File: src/hw/rtl/assert_macros.svh
// Assertion macros shared by the converter's RTL modules.
// Both need clock aclk in scope; I2P_ASSERT also needs the active-low reset aresetn.
`ifndef ASSERT_MACROS_SVH
`define ASSERT_MACROS_SVH

// Checked on every clock edge outside reset.
`define I2P_ASSERT(lbl, prop, msg) \
    lbl: assert property (@(posedge aclk) disable iff (!aresetn) (prop)) else $error(msg);

// Checked on every clock edge, reset included.
`define I2P_ASSERT_ALWAYS(lbl, prop, msg) \
    lbl: assert property (@(posedge aclk) (prop)) else $error(msg);

`endif

File: src/hw/rtl/i2p_pkg.sv
// Shared types, codes and lookup functions for the infix-to-postfix converter.
// No dependencies; every RTL module imports this package.
package i2p_pkg;

    localparam int I2P_STACK_DEPTH = 32;

    localparam logic [7:0] CH_PLUS  = 8'h2B;
    localparam logic [7:0] CH_MINUS = 8'h2D;
    localparam logic [7:0] CH_STAR  = 8'h2A;
    localparam logic [7:0] CH_SLASH = 8'h2F;
    localparam logic [7:0] CH_CARET = 8'h5E;
    localparam logic [7:0] CH_OPEN  = 8'h28;
    localparam logic [7:0] CH_CLOSE = 8'h29;
    localparam logic [7:0] CH_LC_A  = 8'h61;
    localparam logic [7:0] CH_LC_Z  = 8'h7A;
    localparam logic [7:0] CH_UC_A  = 8'h41;
    localparam logic [7:0] CH_UC_Z  = 8'h5A;

    localparam logic [2:0] CODE_OPEN = 3'd0;
    localparam logic [2:0] CODE_ADD  = 3'd1;
    localparam logic [2:0] CODE_SUB  = 3'd2;
    localparam logic [2:0] CODE_MUL  = 3'd3;
    localparam logic [2:0] CODE_DIV  = 3'd4;
    localparam logic [2:0] CODE_POW  = 3'd5;

    localparam logic [1:0] ERR_NONE      = 2'd0;
    localparam logic [1:0] ERR_OVERFLOW  = 2'd1;
    localparam logic [1:0] ERR_UNMATCHED = 2'd2;

    typedef enum logic [2:0] {
        K_IGNORE,
        K_LETTER,
        K_OPEN,
        K_CLOSE,
        K_OP
    } i2p_kind_t;

    typedef enum logic [2:0] {
        ST_IDLE,
        ST_POP_OP,
        ST_CLOSE,
        ST_FLUSH,
        ST_DONE
    } i2p_state_t;

    typedef struct packed {
        i2p_kind_t  kind;
        logic [2:0] code;
        logic [7:0] ch;
        logic       is_end;
    } i2p_item_t;

    typedef struct packed {
        logic       push;
        logic       pop;
        logic [2:0] code;
    } i2p_stk_cmd_t;

    typedef struct packed {
        logic       empty;
        logic       full;
        logic [2:0] top;
    } i2p_stk_stat_t;

    function automatic logic [2:0] op_code(input logic [7:0] c);
        logic [2:0] r;
        case (c)
            CH_PLUS:  r = CODE_ADD;
            CH_MINUS: r = CODE_SUB;
            CH_STAR:  r = CODE_MUL;
            CH_SLASH: r = CODE_DIV;
            CH_CARET: r = CODE_POW;
            default:  r = CODE_OPEN;
        endcase
        return r;
    endfunction

    function automatic i2p_kind_t classify(input logic [7:0] c);
        i2p_kind_t k;
        if ((c >= CH_LC_A && c <= CH_LC_Z) || (c >= CH_UC_A && c <= CH_UC_Z)) begin
            k = K_LETTER;
        end else if (c == CH_OPEN) begin
            k = K_OPEN;
        end else if (op_code(c) != CODE_OPEN) begin
            k = K_OP;
        end else if (c == CH_CLOSE) begin
            k = K_CLOSE;
        end else begin
            k = K_IGNORE;
        end
        return k;
    endfunction

    function automatic logic [7:0] code_char(input logic [2:0] code);
        logic [7:0] r;
        case (code)
            CODE_OPEN: r = CH_OPEN;
            CODE_ADD:  r = CH_PLUS;
            CODE_SUB:  r = CH_MINUS;
            CODE_MUL:  r = CH_STAR;
            CODE_DIV:  r = CH_SLASH;
            CODE_POW:  r = CH_CARET;
            default:   r = 8'd0;
        endcase
        return r;
    endfunction

    function automatic logic [1:0] code_prec(input logic [2:0] code);
        logic [1:0] r;
        case (code) inside
            CODE_ADD, CODE_SUB: r = 2'd1;
            CODE_MUL, CODE_DIV: r = 2'd2;
            CODE_POW:           r = 2'd3;
            default:            r = 2'd0;
        endcase
        return r;
    endfunction

endpackage

File: src/hw/rtl/infix_to_postfix_converter.sv
// Infix-to-postfix converter (shunting-yard), one ASCII character per input request.
// The input channel (s_valid, s_ready, s_char_in, s_is_end) takes one character; s_is_end
// marks the last character of an expression, after which the operator stack is flushed.
// The result channel (m_valid, m_ready, m_out_char, m_has_char, m_is_last, m_error)
// returns postfix characters; the final result of an end request carries m_is_last, and
// an error code (overflow or unmatched parenthesis) rides on the last result of a request.
// A two-entry queue decouples the classifier from the sequencer, so requests are taken
// while the sequencer works. A letter, an ignored character or a '(' pops no stack entry;
// an operator, or a ')' without its '(', pops k entries, and a ')' that finds its '('
// pops k entries and then the '(' itself. An end request then flushes the remaining
// entries. The pops go through the operator stack memory at one per cycle while the
// result register can take a result.
// Synchronous reset empties the queue and the stack and drops any pending result. When the
// receiver holds m_ready low, the result register keeps its request and the sequencer
// waits; the queue then fills and s_ready falls.
// Depends on i2p_pkg, i2p_front, i2p_stack and i2p_back.
module infix_to_postfix_converter import i2p_pkg::*; #(
    parameter int STACK_DEPTH = I2P_STACK_DEPTH
) (
    input  logic       aclk,
    input  logic       aresetn,
    input  logic       s_valid,
    output logic       s_ready,
    input  logic [7:0] s_char_in,
    input  logic       s_is_end,
    output logic       m_valid,
    input  logic       m_ready,
    output logic [7:0] m_out_char,
    output logic       m_has_char,
    output logic       m_is_last,
    output logic [1:0] m_error
);

    logic          q_valid;
    logic          q_pop;
    i2p_item_t     q_item;
    i2p_stk_cmd_t  stk_cmd;
    i2p_stk_stat_t stk_stat;

    i2p_front u_front (
        .aclk      (aclk),
        .aresetn   (aresetn),
        .s_valid   (s_valid),
        .s_ready   (s_ready),
        .s_char_in (s_char_in),
        .s_is_end  (s_is_end),
        .q_valid   (q_valid),
        .q_item    (q_item),
        .q_pop     (q_pop)
    );

    i2p_stack #(
        .STACK_DEPTH (STACK_DEPTH)
    ) u_stack (
        .aclk    (aclk),
        .aresetn (aresetn),
        .cmd     (stk_cmd),
        .stat    (stk_stat)
    );

    i2p_back u_back (
        .aclk       (aclk),
        .aresetn    (aresetn),
        .q_valid    (q_valid),
        .q_item     (q_item),
        .q_pop      (q_pop),
        .stk_cmd    (stk_cmd),
        .stk_stat   (stk_stat),
        .m_valid    (m_valid),
        .m_ready    (m_ready),
        .m_out_char (m_out_char),
        .m_has_char (m_has_char),
        .m_is_last  (m_is_last),
        .m_error    (m_error)
    );

endmodule

File: src/hw/rtl/i2p_front.sv
// Front end of the converter: classifies each accepted character and queues it.
// Depends on i2p_pkg and assert_macros.svh.
`include "assert_macros.svh"

module i2p_front import i2p_pkg::*; (
    input  logic      aclk,
    input  logic      aresetn,
    input  logic      s_valid,
    output logic      s_ready,
    input  logic [7:0] s_char_in,
    input  logic      s_is_end,
    output logic      q_valid,
    output i2p_item_t q_item,
    input  logic      q_pop
);

    i2p_item_t  q_mem_reg [2];
    logic       wr_ptr_reg, wr_ptr_next;
    logic       rd_ptr_reg, rd_ptr_next;
    logic [1:0] cnt_reg, cnt_next;
    logic       push;
    i2p_item_t  item_in;

    assign s_ready = (cnt_reg != 2'd2);
    assign q_valid = (cnt_reg != 2'd0);
    assign q_item  = q_mem_reg[rd_ptr_reg];
    assign push    = s_valid && s_ready;

    always_comb begin
        item_in.kind   = classify(s_char_in);
        item_in.code   = op_code(s_char_in);
        item_in.ch     = s_char_in;
        item_in.is_end = s_is_end;
    end

    always_comb begin
        wr_ptr_next = push ? ~wr_ptr_reg : wr_ptr_reg;
        rd_ptr_next = q_pop ? ~rd_ptr_reg : rd_ptr_reg;
        cnt_next    = cnt_reg + {1'b0, push} - {1'b0, q_pop};
    end

    always_ff @(posedge aclk) begin
        if (!aresetn) begin
            wr_ptr_reg <= 1'b0;
            rd_ptr_reg <= 1'b0;
            cnt_reg    <= 2'd0;
        end else begin
            wr_ptr_reg <= wr_ptr_next;
            rd_ptr_reg <= rd_ptr_next;
            cnt_reg    <= cnt_next;
        end
    end

    always_ff @(posedge aclk) begin
        if (push) begin
            q_mem_reg[wr_ptr_reg] <= item_in;
        end
    end

    `I2P_ASSERT(a_queue_bound, cnt_reg != 2'd3, "Item queue holds more than two entries.")
    `I2P_ASSERT(a_pop_nonempty, q_pop |-> q_valid, "Item queue popped while empty.")

endmodule

File: src/hw/rtl/i2p_stack.sv
// Operator stack of the converter: top entry in a register, the rest in a memory
// with a registered read of the entry below the top. Depends on i2p_pkg and assert_macros.svh.
`include "assert_macros.svh"

module i2p_stack import i2p_pkg::*; #(
    parameter int STACK_DEPTH = I2P_STACK_DEPTH
) (
    input  logic          aclk,
    input  logic          aresetn,
    input  i2p_stk_cmd_t  cmd,
    output i2p_stk_stat_t stat
);

    localparam int AW = (STACK_DEPTH > 1) ? $clog2(STACK_DEPTH) : 1;
    localparam int CW = $clog2(STACK_DEPTH + 1);

    logic [2:0]    mem [STACK_DEPTH];
    logic [CW-1:0] count_reg, count_next;
    logic [2:0]    top_reg, top_next;
    logic [2:0]    below_reg;
    logic [CW-1:0] wr_count, rd_count;
    logic [AW-1:0] wr_addr, rd_addr;
    logic          wr_en;

    assign stat.empty = (count_reg == '0);
    assign stat.full  = (count_reg == CW'(STACK_DEPTH));
    assign stat.top   = top_reg;

    always_comb begin
        count_next = count_reg;
        top_next   = top_reg;
        wr_en      = 1'b0;
        if (cmd.push) begin
            count_next = count_reg + CW'(1);
            top_next   = cmd.code;
            wr_en      = (count_reg != '0);
        end else if (cmd.pop) begin
            count_next = count_reg - CW'(1);
            top_next   = below_reg;
        end
        wr_count = count_reg - CW'(1);
        rd_count = count_next - CW'(2);
        wr_addr  = wr_count[AW-1:0];
        rd_addr  = rd_count[AW-1:0];
    end

    always_ff @(posedge aclk) begin
        if (!aresetn) begin
            count_reg <= '0;
        end else begin
            count_reg <= count_next;
        end
    end

    always_ff @(posedge aclk) begin
        top_reg <= top_next;
        if (wr_en) begin
            mem[wr_addr] <= top_reg;
        end
        if (wr_en && (wr_addr == rd_addr)) begin
            below_reg <= top_reg;
        end else begin
            below_reg <= mem[rd_addr];
        end
    end

    `I2P_ASSERT(a_push_room, cmd.push |-> !stat.full, "Push issued to a full operator stack.")
    `I2P_ASSERT(a_pop_data, cmd.pop |-> !stat.empty && !cmd.push,
        "Pop issued to an empty stack or together with a push.")

endmodule

File: src/hw/rtl/i2p_back.sv
// Back end of the converter: runs the shunting-yard steps on queued items, one stack operation
// per cycle if the result register is free; holds it. Depends on i2p_pkg and assert_macros.svh.
`include "assert_macros.svh"

module i2p_back import i2p_pkg::*; (
    input  logic          aclk,
    input  logic          aresetn,
    input  logic          q_valid,
    input  i2p_item_t     q_item,
    output logic          q_pop,
    output i2p_stk_cmd_t  stk_cmd,
    input  i2p_stk_stat_t stk_stat,
    output logic          m_valid,
    input  logic          m_ready,
    output logic [7:0]    m_out_char,
    output logic          m_has_char,
    output logic          m_is_last,
    output logic [1:0]    m_error
);

    i2p_state_t st_reg, st_next;
    logic [2:0] code_reg, code_next;
    logic       end_reg, end_next;
    logic [1:0] err_reg, err_next;
    logic       pend_valid_reg, pend_valid_next;
    logic [7:0] pend_char_reg, pend_char_next;

    logic       m_valid_reg, m_valid_next;
    logic [7:0] m_char_reg, m_char_next;
    logic       m_has_reg, m_has_next;
    logic       m_last_reg, m_last_next;
    logic [1:0] m_err_reg, m_err_next;

    logic       out_free;
    logic       out_load;
    logic [7:0] out_char;
    logic       out_has;
    logic       out_last;
    logic [1:0] out_err;
    logic       gen_valid;
    logic [7:0] gen_char;
    logic       top_binds;

    assign out_free   = !m_valid_reg || m_ready;
    assign m_valid    = m_valid_reg;
    assign m_out_char = m_char_reg;
    assign m_has_char = m_has_reg;
    assign m_is_last  = m_last_reg;
    assign m_error    = m_err_reg;

    assign top_binds = !stk_stat.empty && (stk_stat.top != CODE_OPEN)
                       && (code_prec(stk_stat.top) >= code_prec(code_reg));

    always_comb begin
        st_next         = st_reg;
        code_next       = code_reg;
        end_next        = end_reg;
        err_next        = err_reg;
        pend_valid_next = pend_valid_reg;
        pend_char_next  = pend_char_reg;
        q_pop           = 1'b0;
        stk_cmd         = '0;
        out_load        = 1'b0;
        out_char        = 8'd0;
        out_has         = 1'b0;
        out_last        = 1'b0;
        out_err         = ERR_NONE;
        gen_valid       = 1'b0;
        gen_char        = 8'd0;

        if (out_free) begin
            unique case (st_reg)
                ST_IDLE: begin
                    if (q_valid) begin
                        q_pop     = 1'b1;
                        end_next  = q_item.is_end;
                        err_next  = ERR_NONE;
                        code_next = q_item.code;
                        unique case (q_item.kind)
                            K_LETTER: begin
                                if (q_item.is_end) begin
                                    gen_valid = 1'b1;
                                    gen_char  = q_item.ch;
                                    st_next   = ST_FLUSH;
                                end else begin
                                    out_load = 1'b1;
                                    out_char = q_item.ch;
                                    out_has  = 1'b1;
                                end
                            end
                            K_OPEN: begin
                                if (stk_stat.full) begin
                                    err_next = ERR_OVERFLOW;
                                end else begin
                                    stk_cmd.push = 1'b1;
                                    stk_cmd.code = CODE_OPEN;
                                end
                                st_next = q_item.is_end ? ST_FLUSH : ST_DONE;
                            end
                            K_OP: begin
                                st_next = ST_POP_OP;
                            end
                            K_CLOSE: begin
                                st_next = ST_CLOSE;
                            end
                            default: begin
                                st_next = q_item.is_end ? ST_FLUSH : ST_IDLE;
                            end
                        endcase
                    end
                end
                ST_POP_OP: begin
                    if (top_binds) begin
                        stk_cmd.pop = 1'b1;
                        gen_valid   = 1'b1;
                        gen_char    = code_char(stk_stat.top);
                    end else begin
                        if (stk_stat.full) begin
                            err_next = (err_reg == ERR_NONE) ? ERR_OVERFLOW : err_reg;
                        end else begin
                            stk_cmd.push = 1'b1;
                            stk_cmd.code = code_reg;
                        end
                        st_next = end_reg ? ST_FLUSH : ST_DONE;
                    end
                end
                ST_CLOSE: begin
                    if (stk_stat.empty) begin
                        err_next = (err_reg == ERR_NONE) ? ERR_UNMATCHED : err_reg;
                        st_next  = end_reg ? ST_FLUSH : ST_DONE;
                    end else begin
                        stk_cmd.pop = 1'b1;
                        if (stk_stat.top == CODE_OPEN) begin
                            st_next = end_reg ? ST_FLUSH : ST_DONE;
                        end else begin
                            gen_valid = 1'b1;
                            gen_char  = code_char(stk_stat.top);
                        end
                    end
                end
                ST_FLUSH: begin
                    if (stk_stat.empty) begin
                        st_next = ST_DONE;
                    end else begin
                        stk_cmd.pop = 1'b1;
                        if (stk_stat.top == CODE_OPEN) begin
                            err_next = (err_reg == ERR_NONE) ? ERR_UNMATCHED : err_reg;
                        end else begin
                            gen_valid = 1'b1;
                            gen_char  = code_char(stk_stat.top);
                        end
                    end
                end
                ST_DONE: begin
                    if (pend_valid_reg) begin
                        out_load = 1'b1;
                        out_char = pend_char_reg;
                        out_has  = 1'b1;
                        out_last = end_reg;
                        out_err  = err_reg;
                    end else if (end_reg || (err_reg != ERR_NONE)) begin
                        out_load = 1'b1;
                        out_last = end_reg;
                        out_err  = err_reg;
                    end
                    pend_valid_next = 1'b0;
                    st_next         = ST_IDLE;
                end
                default: begin
                    st_next = ST_IDLE;
                end
            endcase

            // A new character sends the held one on, since it can no longer be the last.
            if (gen_valid) begin
                if (pend_valid_reg) begin
                    out_load = 1'b1;
                    out_char = pend_char_reg;
                    out_has  = 1'b1;
                end
                pend_valid_next = 1'b1;
                pend_char_next  = gen_char;
            end
        end
    end

    always_comb begin
        m_valid_next = m_valid_reg;
        m_char_next  = m_char_reg;
        m_has_next   = m_has_reg;
        m_last_next  = m_last_reg;
        m_err_next   = m_err_reg;
        if (out_load) begin
            m_valid_next = 1'b1;
            m_char_next  = out_char;
            m_has_next   = out_has;
            m_last_next  = out_last;
            m_err_next   = out_err;
        end else if (m_ready) begin
            m_valid_next = 1'b0;
        end
    end

    always_ff @(posedge aclk) begin
        if (!aresetn) begin
            st_reg         <= ST_IDLE;
            pend_valid_reg <= 1'b0;
            m_valid_reg    <= 1'b0;
        end else begin
            st_reg         <= st_next;
            pend_valid_reg <= pend_valid_next;
            m_valid_reg    <= m_valid_next;
        end
    end

    always_ff @(posedge aclk) begin
        code_reg      <= code_next;
        end_reg       <= end_next;
        err_reg       <= err_next;
        pend_char_reg <= pend_char_next;
        m_char_reg    <= m_char_next;
        m_has_reg     <= m_has_next;
        m_last_reg    <= m_last_next;
        m_err_reg     <= m_err_next;
    end

    `I2P_ASSERT(a_idle_no_pending, (st_reg == ST_IDLE) |-> !pend_valid_reg,
        "A held character survived into the idle state.")
    `I2P_ASSERT(a_stall_holds, (m_valid_reg && !m_ready) |-> !out_load,
        "Result register loaded while its contents were still waiting.")

endmodule
File: config.mk
export PLATFORM = sky130hd
export DESIGN_NAME = infix_to_postfix_converter
export DESIGN_NICKNAME = d
export VERILOG_FILES = /design/src/hw/rtl/i2p_pkg.sv /design/src/hw/rtl/infix_to_postfix_converter.sv /design/src/hw/rtl/i2p_front.sv /design/src/hw/rtl/i2p_stack.sv /design/src/hw/rtl/i2p_back.sv
export VERILOG_INCLUDE_DIRS = /design/src /design/src/hw/rtl
export SDC_FILE = /design/constraint.sdc
export NUM_CORES = 1
export LEC_CHECK = 0
export BUFFER_PORTS_ARGS = -buffer_cell sky130_fd_sc_hd__buf_2
export CAP_MARGIN = 25
export CORE_MARGIN = 2
export CORE_UTILIZATION = 45
export DETAILED_ROUTE_END_ITERATION = 16
export MAX_ROUTING_LAYER = met4
export PLACE_DENSITY = 0.7
export SETUP_SLACK_MARGIN = 0.2
export SLEW_MARGIN = 20
export SYNTH_ARGS = -nofsm -noshare
export SYNTH_HDL_FRONTEND = slang
export SYNTH_SLANG_ARGS = --single-unit
File: constraint.sdc
create_clock -name aclk -period 5.6 [get_ports aclk]
set_clock_uncertainty 0.1 [all_clocks]
set_input_delay 1.12 -clock aclk [delete_from_list [all_inputs] [get_ports aclk]]
set_output_delay 1.12 -clock aclk [all_outputs]
set_load 0.02 [all_outputs]
== Word-level counts from Yosys, hierarchy flattened ==
Memories as Yosys holds them, arrays and structs flattened. A register that Yosys moved wholly into a read port is not among the register bits.
Index checks and enable logic that the tools add are counted.

* Add/subtract/negate cells: 5
* Order comparisons: 5
* Eq/ne operators: 37
* Muxes and demuxes: 105
* Bitwise logic cells: 2
* Reductions and logical operators: 34

{| class="wikitable"
|+ Operators by type and width
! cell !! count
|-
| $mux W8 || 10
|-
| $mux W3 || 18
|-
| $eq A8 B6 Y1 const B || 6
|-
| $pmux W7 S6 || 1
|-
| $mux W1 || 41
|-
| $mux W2 || 18
|-
| $pmux W7 S5 || 1
|-
| $eq A3 B2 Y1 const B || 8
|-
| $pmux W3 S4 || 2
|-
| $pmux W8 S3 || 1
|-
| $eq A3 B3 Y1 const B || 6
|-
| $ge A8 B7 Y1 const B || 2
|-
| $le A8 B7 Y1 const B || 2
|-
| $pmux W8 S2 || 1
|-
| $pmux W3 S5 || 1
|-
| $mux W7 || 2
|-
| $eq A3 B1 Y1 const B || 4
|-
| $mux W6 || 2
|-
| $ne A2 B2 Y1 const B || 5
|-
| $reduce_bool A2 Y1 || 5
|-
| $reduce_or A2 Y1 || 5
|-
| $reduce_and A9 Y1 || 1
|-
| $eq A8 B7 Y1 const B || 1
|-
| $ne A2 B1 Y1 const B || 4
|-
| other kinds (26) || 41
|}

* Flip-flop bits (word level): 44
* Memory bits (writable): 126
* Input bits: 13
* Output and inout port bits: 14
* Word-level logic and storage cells: 206
* Memories kept: 2

{| class="wikitable"
|+ Memories
! memory !! depth !! width !! rd ports !! clocked after Yosys merged registers in !! write ports !! RTL line !! source
|-
| u_stack.mem || 32 || 3 || 1 || 1 || 1 || i2p_stack.sv:17 || <nowiki>logic [2:0] mem [STACK_DEPTH];</nowiki>
|-
| u_front.q_mem_reg || 2 || 15 || 1 || 1 || 1 || i2p_front.sv:17 || <nowiki>i2p_item_t q_mem_reg [2];</nowiki>
|}

== Longest topological paths before layout ==
* Word-level depth: 12
* Depth in mapped cells: 14
* Mapped depth without buffers: 14

== Hierarchy ==
From an unflattened synthesis, not the netlist that was laid out.

* Cell total of the unflattened synthesis: 606
* Area, all modules: 8034.0 um2

{| class="wikitable"
|+ Modules (own cells, without submodules)
! module !! instances !! cells an instance !! area each (um2) !! seq. area each (um2)
|-
| i2p_stack || 1 || 328 || 4753.3 || 3193.1
|-
| i2p_back || 1 || 177 || 1803.0 || 880.8
|-
| i2p_front || 1 || 101 || 1477.7 || 1001.0
|}

== Worst setup path after synthesis ==
Ideal clock, no wire load.

* Kind: register to register
* From: register u_stack.top_reg[1]
* To: register u_back.m_err_reg[0] (netlist: u_back.m_error[0]), enable pin
* Library setup time: 0.380 ns
* Arrival: 3.285 ns
* Data required time: 5.120 ns
* Slack: 1.834 ns
* Stages on the path, launching flop included: 12
* Buffers on the path: 1
* Period minus slack after synthesis: 3.766 ns
* Cells stage by stage: edfxtp_1 inv_1 nor3_1 a21oi_1 ha_1 nand2b_1 a21oi_1 or4_1 buf_2 o211ai_1 a221oi_1 nor2_1

* Longest elaborated chain between the ends: 11
* Elaborated cells between the ends (all ways): 22
* Those cells by class: order compare (1); eq/ne (5); mux (10); reduce/logical (6)

{| class="wikitable"
|+ Ends and longest elaborated chain
! what !! RTL line !! source
|-
| from (decl) || i2p_stack.sv:19 || <nowiki>logic [2:0] top_reg, top_next;</nowiki>
|-
| from (signal assigned) || i2p_stack.sv:56 || <nowiki>top_reg <= top_next;</nowiki>
|-
| $eq A3 B3 Y1 / $eq A3 B2 Y1 (equally long branches) || i2p_back.sv:52 || <nowiki>&& (code_prec(stk_stat.top) >= code_prec(code_reg));</nowiki>
|-
| $mux W2 / $reduce_or A2 Y1 (equally long branches) || i2p_pkg.sv:110 || <nowiki>case (code) inside</nowiki>
|-
| $mux W2 (2 in series) || i2p_pkg.sv:110 ||
|-
| $ge A2 B2 Y1 || i2p_back.sv:52 ||
|-
| $logic_and A1 B1 Y1 || i2p_back.sv:52 ||
|-
| $mux W1 || i2p_back.sv:113 || <nowiki>if (top_binds) begin</nowiki>
|-
| $pmux W1 S3 (*) || i2p_back.sv:72 || <nowiki>unique case (st_reg)</nowiki>
|-
| $mux W1 (*) || i2p_back.sv:71 || <nowiki>if (out_free) begin</nowiki>
|-
| $mux W1 (*) || i2p_back.sv:175 || <nowiki>if (gen_valid) begin</nowiki>
|-
| $mux W1 (*) || i2p_back.sv:71 ||
|-
| to (signal assigned) || i2p_back.sv:224 || <nowiki>m_err_reg <= m_err_next;</nowiki>
|-
| to (decl) || i2p_back.sv:32 || <nowiki>logic [1:0] m_err_reg, m_err_next;</nowiki>
|}

Mark *: on every way between the ends. The rest lies on a longest branch, timed or not. The select of a mux whose other input is x is not followed.
A chain may end at the register's enable or synchronous reset.

== Worst setup path in the final report ==
* From: register u_stack.top_reg[0]
* To: memory u_stack.mem[10][2], enable pin

* Longest elaborated chain between the ends: 12
* Elaborated cells between the ends (all ways): 20
* Those cells by class: order compare (1); eq/ne (5); mux (9); reduce/logical (5)

{| class="wikitable"
|+ Ends and longest elaborated chain
! what !! RTL line !! source
|-
| $eq A3 B3 Y1 / $eq A3 B2 Y1 (equally long branches) || i2p_back.sv:52 ||
|-
| $mux W2 / $reduce_or A2 Y1 (equally long branches) || i2p_pkg.sv:110 ||
|-
| $mux W2 (2 in series) || i2p_pkg.sv:110 ||
|-
| $ge A2 B2 Y1 || i2p_back.sv:52 ||
|-
| $logic_and A1 B1 Y1 (*) || i2p_back.sv:52 ||
|-
| $mux W1 (*) || i2p_back.sv:113 ||
|-
| $pmux W1 S2 (*) || i2p_back.sv:72 ||
|-
| $mux W5 (*) || i2p_back.sv:71 ||
|-
| $mux W1 (*) || i2p_stack.sv:33 || <nowiki>if (cmd.push) begin</nowiki>
|-
| $mux W1 (*) || i2p_stack.sv:57 || <nowiki>if (wr_en) begin</nowiki>
|-
| $mux W1 (not written as such) (*) || i2p_stack.sv:58 || <nowiki>mem[wr_addr] <= top_reg;</nowiki>
|-
| to (decl) || i2p_stack.sv:17 ||
|}

Mark *: on every way between the ends. The rest lies on a longest branch, timed or not.

==> summary by stage <==
Run status
The flow ran to the end, and the final reports show no timing, DRC or antenna violations.

Synth
Counting every instance in the synthesized netlist gives between 500 and 600. Counting flops with a built-in enable in the synthesized netlist gives 155. The synthesized netlist contains 60 unique library cells. After synthesis, the share of flip-flops with an asynchronous set or reset is 0. The cell type with the largest total area after synthesis is sky130_fd_sc_hd__edfxtp_1. The share of the Yosys chip area taken by registers is 0.639. For this run, the leading register cell type out of synthesis is sky130_fd_sc_hd__edfxtp_1. By area the synthesized netlist is led by sky130_fd_sc_hd__edfxtp_1, sky130_fd_sc_hd__mux4_2, sky130_fd_sc_hd__dfxtp_1. The synthesized flop and latch total is around 180.

The total nets after synthesis is between 600 and 700. The cell area after technology mapping is slightly below 8000 sq um. The share of synthesized area in the top cell type comes to 0.586. During synthesis, Yosys emitted a total of 0 warnings. The average instance in the mapped netlist occupies 13.9 sq um.

Critical path
The most numerous cell type found on the critical path is sky130_fd_sc_hd__nand2_1. STA classifies the critical path endpoint as a register. The data arrival time of the worst path is 4.07 ns. Walking the worst path, the cells encountered are buf_4 -> nand3_1 -> nand2_1 -> ha_1 -> a21oi_1 -> o311ai_1 -> a21boi_1 -> nor2b_1 -> nand2_1 -> nor2_1. Together, buffers and inverters on the worst path number 1. STA puts the critical path data required time at around 5.6 ns. The type of the setup path with the least slack is reg -> reg. Grouping stages by cell kind, the critical path spends the most delay in simple AND/OR/NAND/NOR gates.

The worst reg2reg path endpoint is u_stack.mem[10][2]. The startpoint of the worst register-to-register path is u_stack.top_reg[0]. The biggest cell delay along the critical path is between 0.8 and 0.9 ns. The slowest cell on the critical path is sky130_fd_sc_hd__edfxtp_1.

The maximum fanout count along the critical path is 22. The worst setup slack for register-to-register paths is 1.53 ns. The category of the worst setup path launch point is a register. For the worst flop-to-flop path, the logic depth is 10.

Power and ir drop
Dividing total power by cell area gives a power density of 544 nW/um^2. The worst ir drop on vdd is roughly 0.28 mV. The total leakage power is ~3.0 nW.

Layout
The final antenna diode count is 0. The final cell area excluding filler cells is 8830 sq um. The growth of design area from synthesis to finish is 11.1%. In the final layout, the multi-input gates occupy 2700 sq um. Fill cells in the final layout number 1463. The post-layout net count is 625.

Across the whole layout, storage elements account for 5080 sq um. In the final layout, the share of cells above drive strength 1 is 0.185. The library cell used most frequently in the layout, excluding fill and tap cells, is sky130_fd_sc_hd__edfxtp_1. In the layout the commonest cells are sky130_fd_sc_hd__edfxtp_1, sky130_fd_sc_hd__nor2_1, sky130_fd_sc_hd__nand2_1. The number of flip-flops in the largest register is 96.

STA
The number of slew-limit violations in the final report is 0. For the final routed database, the setup TNS stands at 0 ns. Setup repair after global routing left no endpoint under its margin. The achievable clock frequency is 246 MHz. Of the available clock period, the critical path in the final layout requires 0.727. For the pin with the worst max-slew slack, the measured transition is 0.876 ns. The minimum clock period is just over 4 ns. The worst pin sits at a relative slew slack of 0.414.

The final setup violation count is 0. The final count of hold timing violations is 0.

Placement
Detailed placement finished with a half-perimeter wire length of roughly 11 mm. The number of buffer cells added on primary ports is 26. The placement-stage cell area is roughly 8300 sq um. The routability congestion estimate is 0.821.

Clocking
The tree built by TritonCTS fans out to 176 sinks. The cell chosen for the clock root is sky130_fd_sc_hd__clkbuf_16. The later-pin clock latency in the skew report is 0.43 ns. TritonCTS built the clock tree.

The clock transition at the registers of the reported paths is 0.07 ns. The number of levels the H-tree was split into is 4. The number of buffers inserted by hold repair at cts is 0.

The number of gates resized after CTS was 0. The buffer depth of the longest clock path is 2. Buffers added to address setup during post-CTS repair amount to 0. The TritonCTS buffer count is 17.

Global route
The maximum number of pins on one net before global-route repair is 42. The overall fraction of global-route tracks in use is 0.189. The initial antenna violation count is 0.

The wire length of the first global-routing pass is 25.5 mm. The leftover overflow at the end of global routing is 0. The number of global-route vias before repair is between 4000 and 5000.

Die
The width of the chip is about 140 microns. The core region is 17300 sq um. The area of the die is 18700 sq um. The floorplan row count is between 40 and 50. The die is 137 microns tall. For this configuration, the core starts out at a cell density of 0.459.

27 I/O pins were placed.

Routing
For this run, the detailed router's first-pass iteration total came to 6. The number of design-rule violations left by the first detailed-router iteration is 363. The antenna violation net count after detailed routing is 0. Summed over all layers, the routed wires come to 16.1 mm.

The final route contains about 4800 vias. Using the TritonRoute via totals, the vias-per-cell ratio works out to 5.70. The routed length per instance is 19.3 microns. After detailed routing, the number of remaining DRC violations is 0.

Run
The max-cap check violation count is 0.

Hold path
The sink of the worst hold path is u_back.pend_valid_reg. The start point of the worst min-delay path is u_back.pend_valid_reg. The worst min-delay path class is reg -> reg.

The worst hold path stage count is 2.
[power breakdown]
| part | internal, W | switching [W] | leakage, nW | total (W) |
|---|---|---|---|---|
| sequential | 0.00178 | 0.000255 | 1.59 | 0.00203 |
| clock | 0.000578 | 0.000497 | 0.263 | 0.00107 |
| combinational | 0.000694 | 0.00100 | 1.19 | 0.00170 |
| total | 0.00305 | 0.00176 | 3.04 | 0.00480 |
[kinds of logic after synthesis]
group | after synthesis | synth area share
muxes | 51 | 0.114
buffers and inverters | 44 | 0.0224
AOI/OAI and AO/OA | 80 | 0.0672
and+or+nand+nor | 199 | 0.125
adders and majority gates | 15 | 0.0236
DFF | 176 | 0.639
xor gates and xnor gates | 8 | 0.00882
[metrics by stage]
step | worst slack (ns) | instances | hold WS, ns | power [W] | util
CTS | 1.56 | 835 | 0.411 | 0.00482 | 0.510
floorplan | 1.83 | 573 | 0.361 | 0.00326 | -
finish | 1.53 | 835 | 0.424 | 0.00480 | 0.510
detailed placement | 1.58 | 803 | 0.397 | 0.00374 | 0.479
global route | 1.13 | 835 | 0.440 | 0.00508 | 0.510
global placement | 1.77 | 803 | 0.374 | 0.00369 | 0.479
[area by class of cell]
class,instances,share of cell area
clock buffers,20,0.0495
clock inverters,12,0.0115
inverters,18,0.00766
multi-input cells,353,0.305
flip-flops and latches,176,0.575
well taps,225,0.0319
repair buffers,31,0.0190
[cells in the mapped netlist, drive strengths merged (3+ instances only)]
cell,instances
dfxtp,21
a22oi,9
edfxtp,155
a21oi,17
xnor2,6
nor2b,8
nor3b,5
mux4,30
mux2,13
nand3b,3
o211ai,5
nand4,5
nand3,7
o21ai,19
nor2,67
a21boi,6
nand2,45
inv,18
nor3,11
ha,15
nand2b,7
and2,15
clkbuf,18
nor4,3
mux2i,8
o21a,3
o22ai,4
buf,8
and3,11
[metal layers]
layer  GRT usage  up-vias  part of all wire
met2       0.315      127              0.52
li1            -     2233                 -
met5           -        -                 0
met1       0.230     2377              0.42
met4      0.0682        0             0.015
met3      0.0367       19             0.046
[worst min-delay path, stage by stage, from the launching register on]
cell	delay (ns)
sky130_fd_sc_hd__dfxtp_1	0.35
sky130_fd_sc_hd__nand2_1	0.07
sky130_fd_sc_hd__a21boi_1	0.06
[worst max path at each step]
stage	cells after the start	slack, ns	startpoint	to
2_1_floorplan	11	1.83	u_stack.top_reg[1]	u_back.m_error[0]
3_3_place_gp	10	1.77	u_stack.top_reg[0]	u_stack.mem[1][1]
3_5_place_dp	10	1.58	u_stack.top_reg[0]	u_stack.mem[24][1]
4_1_cts	10	1.56	u_stack.top_reg[0]	u_stack.mem[10][0]
5_1_grt	10	1.13	u_stack.top_reg[0]	u_stack.mem[24][2]
6_report	10	1.53	u_stack.top_reg[0]	u_stack.mem[10][2]
Power figures use the tool's default switching activity.
